### src/design/dns_window_stats_accumulator_assert.svh
// Assertion macros shared by the accumulator modules.
// The using module must have clk and rst in scope.
`ifndef DNS_WINDOW_STATS_ACCUMULATOR_ASSERT_SVH
`define DNS_WINDOW_STATS_ACCUMULATOR_ASSERT_SVH
`ifndef SYNTHESIS
`define DWSA_ASSERT(lbl, prop) \
  lbl: assert property (@(posedge clk) disable iff (rst) prop) \
    else $error("dws: property failed");
`define DWSA_NEVER(lbl, cond) \
  lbl: assert property (@(posedge clk) disable iff (rst) !(cond)) \
    else $error("dws: forbidden condition seen");
`else
`define DWSA_ASSERT(lbl, prop)
`define DWSA_NEVER(lbl, cond)
`endif
`endif

### src/design/dws_pkg.sv
`default_nettype none
package dws_pkg;

  localparam int NUM_MODELS      = 2;
  localparam int NUM_RANK_LEVELS = 3;
  localparam int NUM_ZONES       = 4;

  // register file and port shapes are fixed
  localparam int MAX_MODELS = 2;
  localparam int NUM_LIMITS = 3;
  localparam int NUM_EDGES  = 5;
  localparam int NUM_TOTALS = 5;

  localparam int COUNT_W    = 16;
  localparam int RANK_W     = 24;
  localparam int SCORE_W    = 17;
  localparam int LOGIT_W    = 24;
  localparam int IDX_W      = 5;
  localparam int CNT_W      = 32;
  localparam int SUM_W      = 48;
  localparam int CFG_IDX_W  = 3;
  localparam int CFG_DATA_W = 24;
  localparam int LVL_CNT_W  = $clog2(NUM_RANK_LEVELS + 1);

  localparam int QUEUE_DEPTH = 4;

  localparam logic [SCORE_W-1:0] SCORE_ZERO = '0;
  localparam logic [SCORE_W-1:0] SCORE_ONE  = SCORE_W'(65536);

  localparam logic [RANK_W-1:0] RANK_LIMIT_RST [NUM_LIMITS] = '{
    RANK_W'(100), RANK_W'(10000), RANK_W'(1000000)
  };
  localparam logic [SCORE_W-1:0] ZONE_EDGE_RST [NUM_EDGES] = '{
    SCORE_W'(0), SCORE_W'(16384), SCORE_W'(32768), SCORE_W'(49152), SCORE_W'(65537)
  };

  // read slot layout
  localparam int SLOT_TOTAL  = 0;
  localparam int SLOT_WL     = 5;
  localparam int SLOT_ZONE   = 8;
  localparam int SLOT_ZERO   = 16;
  localparam int SLOT_ONE    = 18;
  localparam int SLOT_SUM    = 20;
  localparam int ZONE_STRIDE = 4;
  localparam int SUM_STRIDE  = 3;

  localparam int TOT_GROUP    = 0;
  localparam int TOT_RECORDS  = 1;
  localparam int TOT_QUERY    = 2;
  localparam int TOT_RESPONSE = 3;
  localparam int TOT_NXDOMAIN = 4;

  typedef enum logic [1:0] {
    KIND_RECORD = 2'd0,
    KIND_READ   = 2'd1,
    KIND_CLEAR  = 2'd2
  } kind_t;

  typedef enum logic [CFG_IDX_W-1:0] {
    CFG_RANK_LIMIT_0 = 3'd0,
    CFG_RANK_LIMIT_1 = 3'd1,
    CFG_RANK_LIMIT_2 = 3'd2,
    CFG_ZONE_EDGE_0  = 3'd3,
    CFG_ZONE_EDGE_1  = 3'd4,
    CFG_ZONE_EDGE_2  = 3'd5,
    CFG_ZONE_EDGE_3  = 3'd6,
    CFG_ZONE_EDGE_4  = 3'd7
  } cfg_reg_t;

  // classified item as it travels from front to back
  typedef struct packed {
    kind_t                                     kind;
    logic [COUNT_W-1:0]                        group_count;
    logic [COUNT_W-1:0]                        query_count;
    logic [COUNT_W-1:0]                        response_count;
    logic [COUNT_W-1:0]                        nxdomain_count;
    logic [NUM_RANK_LEVELS-1:0]                wl;
    logic [NUM_MODELS-1:0][NUM_ZONES-1:0]      zone_hit;
    logic [NUM_MODELS-1:0][LVL_CNT_W-1:0]      zero_inc;
    logic [NUM_MODELS-1:0][LVL_CNT_W-1:0]      one_inc;
    logic [NUM_MODELS-1:0][NUM_RANK_LEVELS-1:0] sum_en;
    logic [NUM_MODELS-1:0][LOGIT_W-1:0]        logit;
    logic [IDX_W-1:0]                          read_index;
  } op_t;

  typedef struct packed {
    logic empty;
    logic full;
  } q_status_t;

endpackage
`default_nettype wire

### src/design/dws_queue.sv
`default_nettype none
`include "dns_window_stats_accumulator_assert.svh"
module dws_queue (
  input  logic               clk,
  input  logic               rst,
  input  logic               push,
  input  dws_pkg::op_t       push_op,
  input  logic               pop,
  output dws_pkg::op_t       head_op,
  output dws_pkg::q_status_t status
);

  localparam int PTR_W = $clog2(dws_pkg::QUEUE_DEPTH);
  localparam int CNT_W = $clog2(dws_pkg::QUEUE_DEPTH + 1);

  dws_pkg::op_t     entries [dws_pkg::QUEUE_DEPTH];
  logic [PTR_W-1:0] wr_ptr;
  logic [PTR_W-1:0] rd_ptr;
  logic [CNT_W-1:0] count;

  function automatic logic [PTR_W-1:0] ptr_inc(input logic [PTR_W-1:0] p);
    return (p == PTR_W'(dws_pkg::QUEUE_DEPTH - 1)) ? '0 : p + 1'b1;
  endfunction

  assign status.empty = (count == '0);
  assign status.full  = (count == CNT_W'(dws_pkg::QUEUE_DEPTH));
  assign head_op      = entries[rd_ptr];

  always_ff @(posedge clk) begin
    if (push) begin
      entries[wr_ptr] <= push_op;
    end
  end

  always_ff @(posedge clk) begin
    if (rst) begin
      wr_ptr <= '0;
      rd_ptr <= '0;
      count  <= '0;
    end else begin
      if (push) begin
        wr_ptr <= ptr_inc(wr_ptr);
      end
      if (pop) begin
        rd_ptr <= ptr_inc(rd_ptr);
      end
      if (push && !pop) begin
        count <= count + 1'b1;
      end else if (pop && !push) begin
        count <= count - 1'b1;
      end
    end
  end

  `DWSA_NEVER(a_push_when_full, push && status.full)
  `DWSA_NEVER(a_pop_when_empty, pop && status.empty)
  `DWSA_ASSERT(a_fill_step, push && !pop |=> count == $past(count) + 1'b1)

endmodule
`default_nettype wire

### src/design/dws_front.sv
`default_nettype none
module dws_front (
  input  logic                                clk,
  input  logic                                rst,
  input  logic                                cfg_write,
  input  logic [dws_pkg::CFG_IDX_W-1:0]       cfg_index,
  input  logic [dws_pkg::CFG_DATA_W-1:0]      cfg_data,
  input  logic                                in_valid,
  output logic                                in_stall,
  input  logic [1:0]                          kind,
  input  logic [dws_pkg::COUNT_W-1:0]         group_count,
  input  logic [dws_pkg::COUNT_W-1:0]         query_count,
  input  logic [dws_pkg::COUNT_W-1:0]         response_count,
  input  logic [dws_pkg::COUNT_W-1:0]         nxdomain_count,
  input  logic [dws_pkg::RANK_W-1:0]          list_rank,
  input  logic [dws_pkg::SCORE_W-1:0]         score_a,
  input  logic [dws_pkg::SCORE_W-1:0]         score_b,
  input  logic signed [dws_pkg::LOGIT_W-1:0]  logit_a,
  input  logic signed [dws_pkg::LOGIT_W-1:0]  logit_b,
  input  logic [dws_pkg::IDX_W-1:0]           read_index,
  input  dws_pkg::q_status_t                  q_status,
  output logic                                push,
  output dws_pkg::op_t                        push_op
);

  logic [dws_pkg::RANK_W-1:0]  rank_limit [dws_pkg::NUM_LIMITS];
  logic [dws_pkg::SCORE_W-1:0] zone_edge  [dws_pkg::NUM_EDGES];

  logic [dws_pkg::SCORE_W-1:0] score [dws_pkg::MAX_MODELS];
  logic [dws_pkg::LOGIT_W-1:0] logit [dws_pkg::MAX_MODELS];
  logic [dws_pkg::LVL_CNT_W-1:0] open_levels;
  logic [dws_pkg::NUM_MODELS-1:0] is_zero;
  logic [dws_pkg::NUM_MODELS-1:0] is_one;
  logic kind_ok;

  always_ff @(posedge clk) begin
    if (rst) begin
      rank_limit <= dws_pkg::RANK_LIMIT_RST;
      zone_edge  <= dws_pkg::ZONE_EDGE_RST;
    end else if (cfg_write) begin
      case (dws_pkg::cfg_reg_t'(cfg_index))
        dws_pkg::CFG_RANK_LIMIT_0: rank_limit[0] <= cfg_data;
        dws_pkg::CFG_RANK_LIMIT_1: rank_limit[1] <= cfg_data;
        dws_pkg::CFG_RANK_LIMIT_2: rank_limit[2] <= cfg_data;
        dws_pkg::CFG_ZONE_EDGE_0:  zone_edge[0]  <= cfg_data[dws_pkg::SCORE_W-1:0];
        dws_pkg::CFG_ZONE_EDGE_1:  zone_edge[1]  <= cfg_data[dws_pkg::SCORE_W-1:0];
        dws_pkg::CFG_ZONE_EDGE_2:  zone_edge[2]  <= cfg_data[dws_pkg::SCORE_W-1:0];
        dws_pkg::CFG_ZONE_EDGE_3:  zone_edge[3]  <= cfg_data[dws_pkg::SCORE_W-1:0];
        dws_pkg::CFG_ZONE_EDGE_4:  zone_edge[4]  <= cfg_data[dws_pkg::SCORE_W-1:0];
        default: ;
      endcase
    end
  end

  assign score[0] = score_a;
  assign score[1] = score_b;
  assign logit[0] = logit_a;
  assign logit[1] = logit_b;

  always_comb begin
    push_op                = '0;
    push_op.kind           = dws_pkg::kind_t'(kind);
    push_op.group_count    = group_count;
    push_op.query_count    = query_count;
    push_op.response_count = response_count;
    push_op.nxdomain_count = nxdomain_count;
    push_op.read_index     = read_index;
    open_levels            = '0;
    for (int l = 0; l < dws_pkg::NUM_RANK_LEVELS; l++) begin
      push_op.wl[l] = (list_rank < rank_limit[l]);
      open_levels   = open_levels + dws_pkg::LVL_CNT_W'(!push_op.wl[l]);
    end
    for (int m = 0; m < dws_pkg::NUM_MODELS; m++) begin
      is_zero[m] = (score[m] == dws_pkg::SCORE_ZERO);
      is_one[m]  = (score[m] == dws_pkg::SCORE_ONE);
      push_op.logit[m] = logit[m];
      // zones are half-open; disordered edges may hit several or none
      for (int z = 0; z < dws_pkg::NUM_ZONES; z++) begin
        push_op.zone_hit[m][z] = (score[m] >= zone_edge[z]) && (score[m] < zone_edge[z+1]);
      end
      // zero/one counters rise once per open level
      push_op.zero_inc[m] = is_zero[m] ? open_levels : '0;
      push_op.one_inc[m]  = is_one[m]  ? open_levels : '0;
      for (int l = 0; l < dws_pkg::NUM_RANK_LEVELS; l++) begin
        push_op.sum_en[m][l] = !push_op.wl[l] && !is_zero[m] && !is_one[m];
      end
    end
  end

  // unused kind is taken and dropped
  assign kind_ok  = (kind == dws_pkg::KIND_RECORD) || (kind == dws_pkg::KIND_READ) ||
                    (kind == dws_pkg::KIND_CLEAR);
  assign in_stall = q_status.full;
  assign push     = in_valid && !q_status.full && kind_ok;

endmodule
`default_nettype wire

### src/design/dws_back.sv
`default_nettype none
`include "dns_window_stats_accumulator_assert.svh"
module dws_back (
  input  logic                              clk,
  input  logic                              rst,
  input  dws_pkg::op_t                      head_op,
  input  dws_pkg::q_status_t                q_status,
  output logic                              pop,
  output logic                              out_valid,
  input  logic                              out_stall,
  output logic signed [dws_pkg::SUM_W-1:0]  read_value,
  output logic                              index_bad
);

  localparam int CW = dws_pkg::CNT_W;
  localparam int SW = dws_pkg::SUM_W;
  localparam int LW = dws_pkg::LOGIT_W;
  localparam int NM = dws_pkg::NUM_MODELS;
  localparam int NL = dws_pkg::NUM_RANK_LEVELS;
  localparam int NZ = dws_pkg::NUM_ZONES;

  logic [CW-1:0] total_cnt [dws_pkg::NUM_TOTALS];
  logic [CW-1:0] wl_cnt    [NL];
  logic [CW-1:0] zone_cnt  [NM][NZ];
  logic [CW-1:0] zero_cnt  [NM];
  logic [CW-1:0] one_cnt   [NM];
  logic [SW-1:0] sum       [NM][NL];

  logic [CW-1:0] total_cnt_next [dws_pkg::NUM_TOTALS];
  logic [CW-1:0] wl_cnt_next    [NL];
  logic [CW-1:0] zone_cnt_next  [NM][NZ];
  logic [CW-1:0] zero_cnt_next  [NM];
  logic [CW-1:0] one_cnt_next   [NM];
  logic [SW-1:0] sum_next       [NM][NL];

  logic [SW-1:0] rd_val;
  logic          rd_hit;
  logic          out_free;

  function automatic logic [CW-1:0] sat_cnt(input logic [CW-1:0] a,
                                            input logic [dws_pkg::COUNT_W-1:0] b);
    logic [CW:0] s;
    s = {1'b0, a} + (CW+1)'(b);
    return s[CW] ? '1 : s[CW-1:0];
  endfunction

  function automatic logic [SW-1:0] sat_sum(input logic [SW-1:0] a, input logic [LW-1:0] b);
    logic [SW:0] s;
    s = {a[SW-1], a} + {{(SW+1-LW){b[LW-1]}}, b};
    if (s[SW] != s[SW-1]) begin
      return s[SW] ? {1'b1, {(SW-1){1'b0}}} : {1'b0, {(SW-1){1'b1}}};
    end
    return s[SW-1:0];
  endfunction

  // a read at the head waits for the output register; other items never do
  assign out_free = !out_valid || !out_stall;
  assign pop = !q_status.empty && (head_op.kind != dws_pkg::KIND_READ || out_free);

  always_comb begin
    total_cnt_next[dws_pkg::TOT_GROUP] =
      sat_cnt(total_cnt[dws_pkg::TOT_GROUP], head_op.group_count);
    total_cnt_next[dws_pkg::TOT_RECORDS] =
      sat_cnt(total_cnt[dws_pkg::TOT_RECORDS], dws_pkg::COUNT_W'(1));
    total_cnt_next[dws_pkg::TOT_QUERY] =
      sat_cnt(total_cnt[dws_pkg::TOT_QUERY], head_op.query_count);
    total_cnt_next[dws_pkg::TOT_RESPONSE] =
      sat_cnt(total_cnt[dws_pkg::TOT_RESPONSE], head_op.response_count);
    total_cnt_next[dws_pkg::TOT_NXDOMAIN] =
      sat_cnt(total_cnt[dws_pkg::TOT_NXDOMAIN], head_op.nxdomain_count);
    for (int l = 0; l < NL; l++) begin
      wl_cnt_next[l] = sat_cnt(wl_cnt[l], dws_pkg::COUNT_W'(head_op.wl[l]));
    end
    for (int m = 0; m < NM; m++) begin
      for (int z = 0; z < NZ; z++) begin
        zone_cnt_next[m][z] = sat_cnt(zone_cnt[m][z], dws_pkg::COUNT_W'(head_op.zone_hit[m][z]));
      end
      zero_cnt_next[m] = sat_cnt(zero_cnt[m], dws_pkg::COUNT_W'(head_op.zero_inc[m]));
      one_cnt_next[m]  = sat_cnt(one_cnt[m], dws_pkg::COUNT_W'(head_op.one_inc[m]));
      for (int l = 0; l < NL; l++) begin
        sum_next[m][l] = head_op.sum_en[m][l] ? sat_sum(sum[m][l], head_op.logit[m]) : sum[m][l];
      end
    end
  end

  always_comb begin
    rd_val = '0;
    rd_hit = 1'b0;
    for (int t = 0; t < dws_pkg::NUM_TOTALS; t++) begin
      if (head_op.read_index == dws_pkg::IDX_W'(dws_pkg::SLOT_TOTAL + t)) begin
        rd_val = SW'(total_cnt[t]);
        rd_hit = 1'b1;
      end
    end
    for (int l = 0; l < NL; l++) begin
      if (head_op.read_index == dws_pkg::IDX_W'(dws_pkg::SLOT_WL + l)) begin
        rd_val = SW'(wl_cnt[l]);
        rd_hit = 1'b1;
      end
    end
    for (int m = 0; m < NM; m++) begin
      for (int z = 0; z < NZ; z++) begin
        if (head_op.read_index ==
            dws_pkg::IDX_W'(dws_pkg::SLOT_ZONE + m * dws_pkg::ZONE_STRIDE + z)) begin
          rd_val = SW'(zone_cnt[m][z]);
          rd_hit = 1'b1;
        end
      end
      if (head_op.read_index == dws_pkg::IDX_W'(dws_pkg::SLOT_ZERO + m)) begin
        rd_val = SW'(zero_cnt[m]);
        rd_hit = 1'b1;
      end
      if (head_op.read_index == dws_pkg::IDX_W'(dws_pkg::SLOT_ONE + m)) begin
        rd_val = SW'(one_cnt[m]);
        rd_hit = 1'b1;
      end
      for (int l = 0; l < NL; l++) begin
        if (head_op.read_index ==
            dws_pkg::IDX_W'(dws_pkg::SLOT_SUM + m * dws_pkg::SUM_STRIDE + l)) begin
          rd_val = sum[m][l];
          rd_hit = 1'b1;
        end
      end
    end
  end

  always_ff @(posedge clk) begin
    if (rst || (pop && head_op.kind == dws_pkg::KIND_CLEAR)) begin
      for (int t = 0; t < dws_pkg::NUM_TOTALS; t++) total_cnt[t] <= '0;
      for (int l = 0; l < NL; l++) wl_cnt[l] <= '0;
      for (int m = 0; m < NM; m++) begin
        for (int z = 0; z < NZ; z++) zone_cnt[m][z] <= '0;
        zero_cnt[m] <= '0;
        one_cnt[m]  <= '0;
        for (int l = 0; l < NL; l++) sum[m][l] <= '0;
      end
    end else if (pop && head_op.kind == dws_pkg::KIND_RECORD) begin
      total_cnt <= total_cnt_next;
      wl_cnt    <= wl_cnt_next;
      zone_cnt  <= zone_cnt_next;
      zero_cnt  <= zero_cnt_next;
      one_cnt   <= one_cnt_next;
      sum       <= sum_next;
    end
  end

  always_ff @(posedge clk) begin
    if (rst) begin
      out_valid <= 1'b0;
    end else if (pop && head_op.kind == dws_pkg::KIND_READ) begin
      out_valid <= 1'b1;
    end else if (!out_stall) begin
      out_valid <= 1'b0;
    end
  end

  always_ff @(posedge clk) begin
    if (pop && head_op.kind == dws_pkg::KIND_READ) begin
      read_value <= rd_val;
      index_bad  <= !rd_hit;
    end
  end

  `DWSA_NEVER(a_bad_index_nonzero, out_valid && index_bad && read_value != '0)
  `DWSA_ASSERT(a_clear_zeroes, pop && head_op.kind == dws_pkg::KIND_CLEAR |=>
    total_cnt[dws_pkg::TOT_RECORDS] == '0)
  `DWSA_ASSERT(a_record_counts, pop && head_op.kind == dws_pkg::KIND_RECORD &&
    total_cnt[dws_pkg::TOT_RECORDS] != '1 |=>
    total_cnt[dws_pkg::TOT_RECORDS] == $past(total_cnt[dws_pkg::TOT_RECORDS]) + 1'b1)

endmodule
`default_nettype wire

### src/design/dns_window_stats_accumulator.sv
// DNS window statistics accumulator.
// Input channel (in_valid / in_stall) carries one item per transfer: kind selects a
// message record, a read of one accumulator (read_index), or a clear of all of them.
// Output channel (out_valid / out_stall) carries one result per read: read_value and
// index_bad; records and clears give no result, and kind 3 is taken and dropped.
// Rank limits and zone edges are written through cfg_write / cfg_index / cfg_data;
// the user must write them only while the block is idle; the block does not enforce it.
// Throughput: one item per cycle while no stall holds the flow. The front classifies an
// item in the cycle it is taken and writes it into a four-entry queue; the back retires
// one queue entry a cycle, so the accumulator bank with its saturating adds sets the rate.
// A read result passes through the queue and the output register, and reflects every
// item taken before it.
// When the receiver stalls, the result is held; records and clears behind it carry on,
// a read reaching the queue head waits, and in_stall rises once the queue is full.
// Reset (rst, synchronous) zeroes all accumulators, empties the queue and returns the
// rank limits to 100, 10000, 1000000 and the zone edges to 0, 16384, 32768, 49152, 65537.
`default_nettype none
module dns_window_stats_accumulator (
  input  logic                                clk,
  input  logic                                rst,
  input  logic                                cfg_write,
  input  logic [dws_pkg::CFG_IDX_W-1:0]       cfg_index,
  input  logic [dws_pkg::CFG_DATA_W-1:0]      cfg_data,
  input  logic                                in_valid,
  output logic                                in_stall,
  input  logic [1:0]                          kind,
  input  logic [dws_pkg::COUNT_W-1:0]         group_count,
  input  logic [dws_pkg::COUNT_W-1:0]         query_count,
  input  logic [dws_pkg::COUNT_W-1:0]         response_count,
  input  logic [dws_pkg::COUNT_W-1:0]         nxdomain_count,
  input  logic [dws_pkg::RANK_W-1:0]          list_rank,
  input  logic [dws_pkg::SCORE_W-1:0]         score_a,
  input  logic [dws_pkg::SCORE_W-1:0]         score_b,
  input  logic signed [dws_pkg::LOGIT_W-1:0]  logit_a,
  input  logic signed [dws_pkg::LOGIT_W-1:0]  logit_b,
  input  logic [dws_pkg::IDX_W-1:0]           read_index,
  output logic                                out_valid,
  input  logic                                out_stall,
  output logic signed [dws_pkg::SUM_W-1:0]    read_value,
  output logic                                index_bad
);

  dws_pkg::q_status_t q_status;
  dws_pkg::op_t       push_op;
  dws_pkg::op_t       head_op;
  logic               push;
  logic               pop;

  dws_front u_front (
    .clk            (clk),
    .rst            (rst),
    .cfg_write      (cfg_write),
    .cfg_index      (cfg_index),
    .cfg_data       (cfg_data),
    .in_valid       (in_valid),
    .in_stall       (in_stall),
    .kind           (kind),
    .group_count    (group_count),
    .query_count    (query_count),
    .response_count (response_count),
    .nxdomain_count (nxdomain_count),
    .list_rank      (list_rank),
    .score_a        (score_a),
    .score_b        (score_b),
    .logit_a        (logit_a),
    .logit_b        (logit_b),
    .read_index     (read_index),
    .q_status       (q_status),
    .push           (push),
    .push_op        (push_op)
  );

  dws_queue u_queue (
    .clk     (clk),
    .rst     (rst),
    .push    (push),
    .push_op (push_op),
    .pop     (pop),
    .head_op (head_op),
    .status  (q_status)
  );

  dws_back u_back (
    .clk        (clk),
    .rst        (rst),
    .head_op    (head_op),
    .q_status   (q_status),
    .pop        (pop),
    .out_valid  (out_valid),
    .out_stall  (out_stall),
    .read_value (read_value),
    .index_bad  (index_bad)
  );

endmodule
`default_nettype wire
### config.mk
export PLATFORM = sky130hd
export DESIGN_NAME = dns_window_stats_accumulator
export DESIGN_NICKNAME = d
export VERILOG_FILES = /design/src/design/dws_pkg.sv /design/src/design/dws_queue.sv /design/src/design/dws_front.sv /design/src/design/dws_back.sv /design/src/design/dns_window_stats_accumulator.sv
export VERILOG_INCLUDE_DIRS = /design/src /design/src/design
export SDC_FILE = /design/constraint.sdc
export NUM_CORES = 2
export LEC_CHECK = 0
export BUFFER_PORTS_ARGS = -buffer_cell sky130_fd_sc_hd__buf_2
export CORE_ASPECT_RATIO = 0.8
export CORE_UTILIZATION = 45
export CTS_CLUSTER_DIAMETER = 150
export DETAILED_ROUTE_END_ITERATION = 8
export PLACE_DENSITY = 0.72
export RECOVER_POWER = 100
export SKIP_LAST_GASP = 1
export SYNTH_ARGS = -nofsm -noshare
export SYNTH_HDL_FRONTEND = slang
export SYNTH_SLANG_ARGS = --single-unit
### constraint.sdc
create_clock -name clk -period 12.9 [get_ports clk]
set_input_delay 3.87 -clock clk [delete_from_list [all_inputs] [get_ports clk]]
set_output_delay 3.87 -clock clk [all_outputs]
set_load 0.01 [all_outputs]
==> results.cfg <==
[status]
status = finished, violations left
violations = max-capacitance violations, max-slew violations

[die]
start_util_pct = 45.4
core-area_um2 = 213000
io_pins = 260
die_h_um = 416
core.rowCount = 151
dieArea_um2 = 217000
die_w_um = 520

[power_and_ir_drop]
power_switching_w = 0.0103
p_clk_share_pct = 23.3
power.internal_w = 0.0134
p_comb_share_pct = 47.4
switching_share_pct = 43.3
pwr-share-seq_pct = 29.3
powerDensity_nw_per_um2 = 223
vdd_drop_max_v = 0.000199
p_leak_nw = 39.6

[clock_tree]
postCtsResizedCells = 0
cts_tree = done
cts_buffer_depth = 4
post_cts_buffers = 0
cts_root_buffer = clkbuf_16
cts_buffers = 183
clock-sinks = 1720
cts.clk_slew.worst_paths_ns = 0.07
ctsHoldBuffers = 0
insertion_delay_ns = 0.88
h-tree-depth = 4

[synthesis]
synth_ff_type = dfxtp_1
synthTopCellsByCount = 1285 x a21oi_1, 1095 x dfxtp_1, 904 x nand2_1, 626 x ha_1, 625 x edfxtp_1
synthArstFlopShare_pct = 0
synth.distinct_cells = 101
ys_seq_area_share_pct = 42.1
synth.most_common_cell = a21oi_1
synth_area_um2 = 96600
syn_inst = 10200
synth_fp_nets = 11100
synth_top_area_share_pct = 22.7
synth_edf_count = 625
synth_area_leaders = dfxtp_1 23%, edfxtp_1 19%, ha_1 8.1%, a21oi_1 6.7%, xor2_1 4.0%
yosysTopAreaCell = dfxtp_1
ys_warn_count = 0
avgSynthCellArea_um2 = 9.44
synth-seq-cells = 1720

[finish]
syn_to_final_growth_pct = 10.1
layout-drive-gt1-share_pct = 7.29
fin_util_pct = 50.1
nets = 11100
num-fill-cells = 19300

[setup_path]
cp.required_ns = 13.29
end_kind = flop
setup.worst_path.start_class = flop
path_max_fanout = 54
arrival_ns = 10.72
path_class = flop to flop

[hold_path]
hp-class = flop to flop

[timing]
rsz0062_at_grt = no
finalSetupViolations = 0
tns_ns = 0
whs_ns = 0.454
fmax_mhz = 96.8
fin_crit_ns = 10.33
relSlewSlack_pct = -179
final_hold_viol_count = 0
worst_pin_slew_ns = 4.19
post-route-period-util_pct = 80.1
drv_slew = 1063
fin_worst_skew_ns = 0.113

[routing]
post_drt_via_cell_ratio = 6.33
vias = 83900
ant_nets = 0
drt_iter0_drc = 11100
wirelength_um = 324000
drt_pass1_iterations = 7
drc_errors = 0
wl_per_cell_um = 24.4

[placed_design]
portBuffers = 259
dp_hpwl_um = 235000
place_congestion = 1.02

[global_routing]
grt-ovfl-total = 0
grt_pass1_vias = 77600
antenna_found_initial = 37
grt_usage_pct = 28.9
grt_pass1_wl_um = 483000
grt_max_degree = 197

[run]
drv_cap = 29
## state kept, by name, indices dropped and copies added (netlist names), named ones only
signal / cells
u_queue.wr_ptr: 2
u_back.wl_cnt: 96
u_back.out_valid: 1
u_back.sum: 288
u_queue.entries: 576
u_front.zone_edge: 85
u_back.index_bad: 1
u_front.rank_limit: 72
u_back.total_cnt: 160
u_queue.rd_ptr: 2
u_back.zone_cnt: 256
u_back.one_cnt: 64
u_queue.count: 3
u_back.read_value: 48
u_back.zero_cnt: 64
## per-layer routing
| metal | GRT usage, % | part of all wire (%) | vias up |
|---|---|---|---|
| met5 | 0 | 0.099 | - |
| met1 | 40.8 | 42 | 40600 |
| met3 | 8.69 | 13 | 694 |
| li1 | - | - | 38100 |
| met4 | 9.22 | 3.5 | 48 |
| met2 | 41.9 | 41 | 4517 |
## final cells by class
type | count | area (um^2) | area share, %
multi-input combinational | 7651 | 52700 | 49.6
sequential | 1720 | 40700 | 38.2
clock buffer | 235 | 5060 | 4.75
tap | 2830 | 3540 | 3.33
timing repair buffer | 373 | 1920 | 1.80
inverter | 349 | 1310 | 1.23
clock inverter | 95 | 1100 | 1.04
antenna | 8 | 20.0 | 0.0188
## power groups by stage
stage | Sequential, W | Clock, W | Combinational (W)
2_1_floorplan | 0.00667 | 0 | 0.00783
3_3_place_gp | 0.00700 | 0 | 0.0106
6_report | 0.00695 | 0.00552 | 0.0112
4_1_cts | 0.00690 | 0.00557 | 0.0110
5_1_grt | 0.00698 | 0.00578 | 0.0121
3_5_place_dp | 0.00702 | 0 | 0.0109
## worst max-delay path, cell delays in order (launching register included)
cell and delay [ns]:
dfxtp_4 0.84, clkbuf_1 2.55, mux4_2 0.64, buf_4 0.39, nand2b_1 0.63, nor3_1 0.11, clkbuf_1 0.76, a221oi_1 0.59
and3_1 0.23, nand4_1 0.20, o21ai_0 0.24, a31oi_1 0.23, a2111oi_0 1.82, o311ai_1 0.49
## stage by stage
stage / cells / power (W) / area [um^2] / worst slack, ns
floorplan: 10200 / 0.0145 / 96600 / 4.77
global placement: 12900 / 0.0176 / 101000 / 5.62
detailed placement: 12900 / 0.0179 / 101000 / 5.66
CTS: 13300 / 0.0234 / 107000 / 5.91
global route: 13300 / 0.0248 / 106000 / 2.81
finish: 13300 / 0.0237 / 106000 / 2.57
## cells in the final DEF, fill, tap and decap left out, drive strengths merged, types with 75 or more instances in the layout
cell / count
nand2: 904
o21ai: 613
nor2b: 75
inv: 356
a211oi: 85
edfxtp: 625
nand2b: 89
maj3: 91
nor3: 140
nand4: 192
nand3: 407
a22oi: 186
xor2: 442
a21o: 275
a21oi: 1297
clkbuf: 426
and3: 155
buf: 182
ha: 626
mux4: 149
xnor2: 304
dfxtp: 1095
a31oi: 104
o21a: 101
nor2: 550
## path summary, 6_finish.rpt
| kind | to | slack [ns] | from | cells after the start |
|---|---|---|---|---|
| worst max-delay path | u_back.read_value[2] | 2.57 | flop | 13 |
| worst min-delay path | u_front.zone_edge[42] | 0.45 | u_front.zone_edge[42] | 2 |
| worst max register to register | u_back.read_value[2] | 2.57 | flop | 13 |
| worst min register to register | u_front.zone_edge[42] | 0.45 | u_front.zone_edge[42] | 2 |
## logic make-up (layout without fill, tap and decap cells)
logic type | count (synthesis) | in the layout | share of synthesized area (%)
xor+xnor | 746 | 746 | 6.77
buf+inv | 862 | 1052 | 3.45
flops | 1720 | 1720 | 42.1
simple gates | 2765 | 2765 | 13.6
fa+ha+maj | 733 | 733 | 9.40
other cells | 0 | 8 | 0
compound gates | 3204 | 3204 | 20.6
mux | 203 | 203 | 4.04
(Power assumes the default switching activity.)
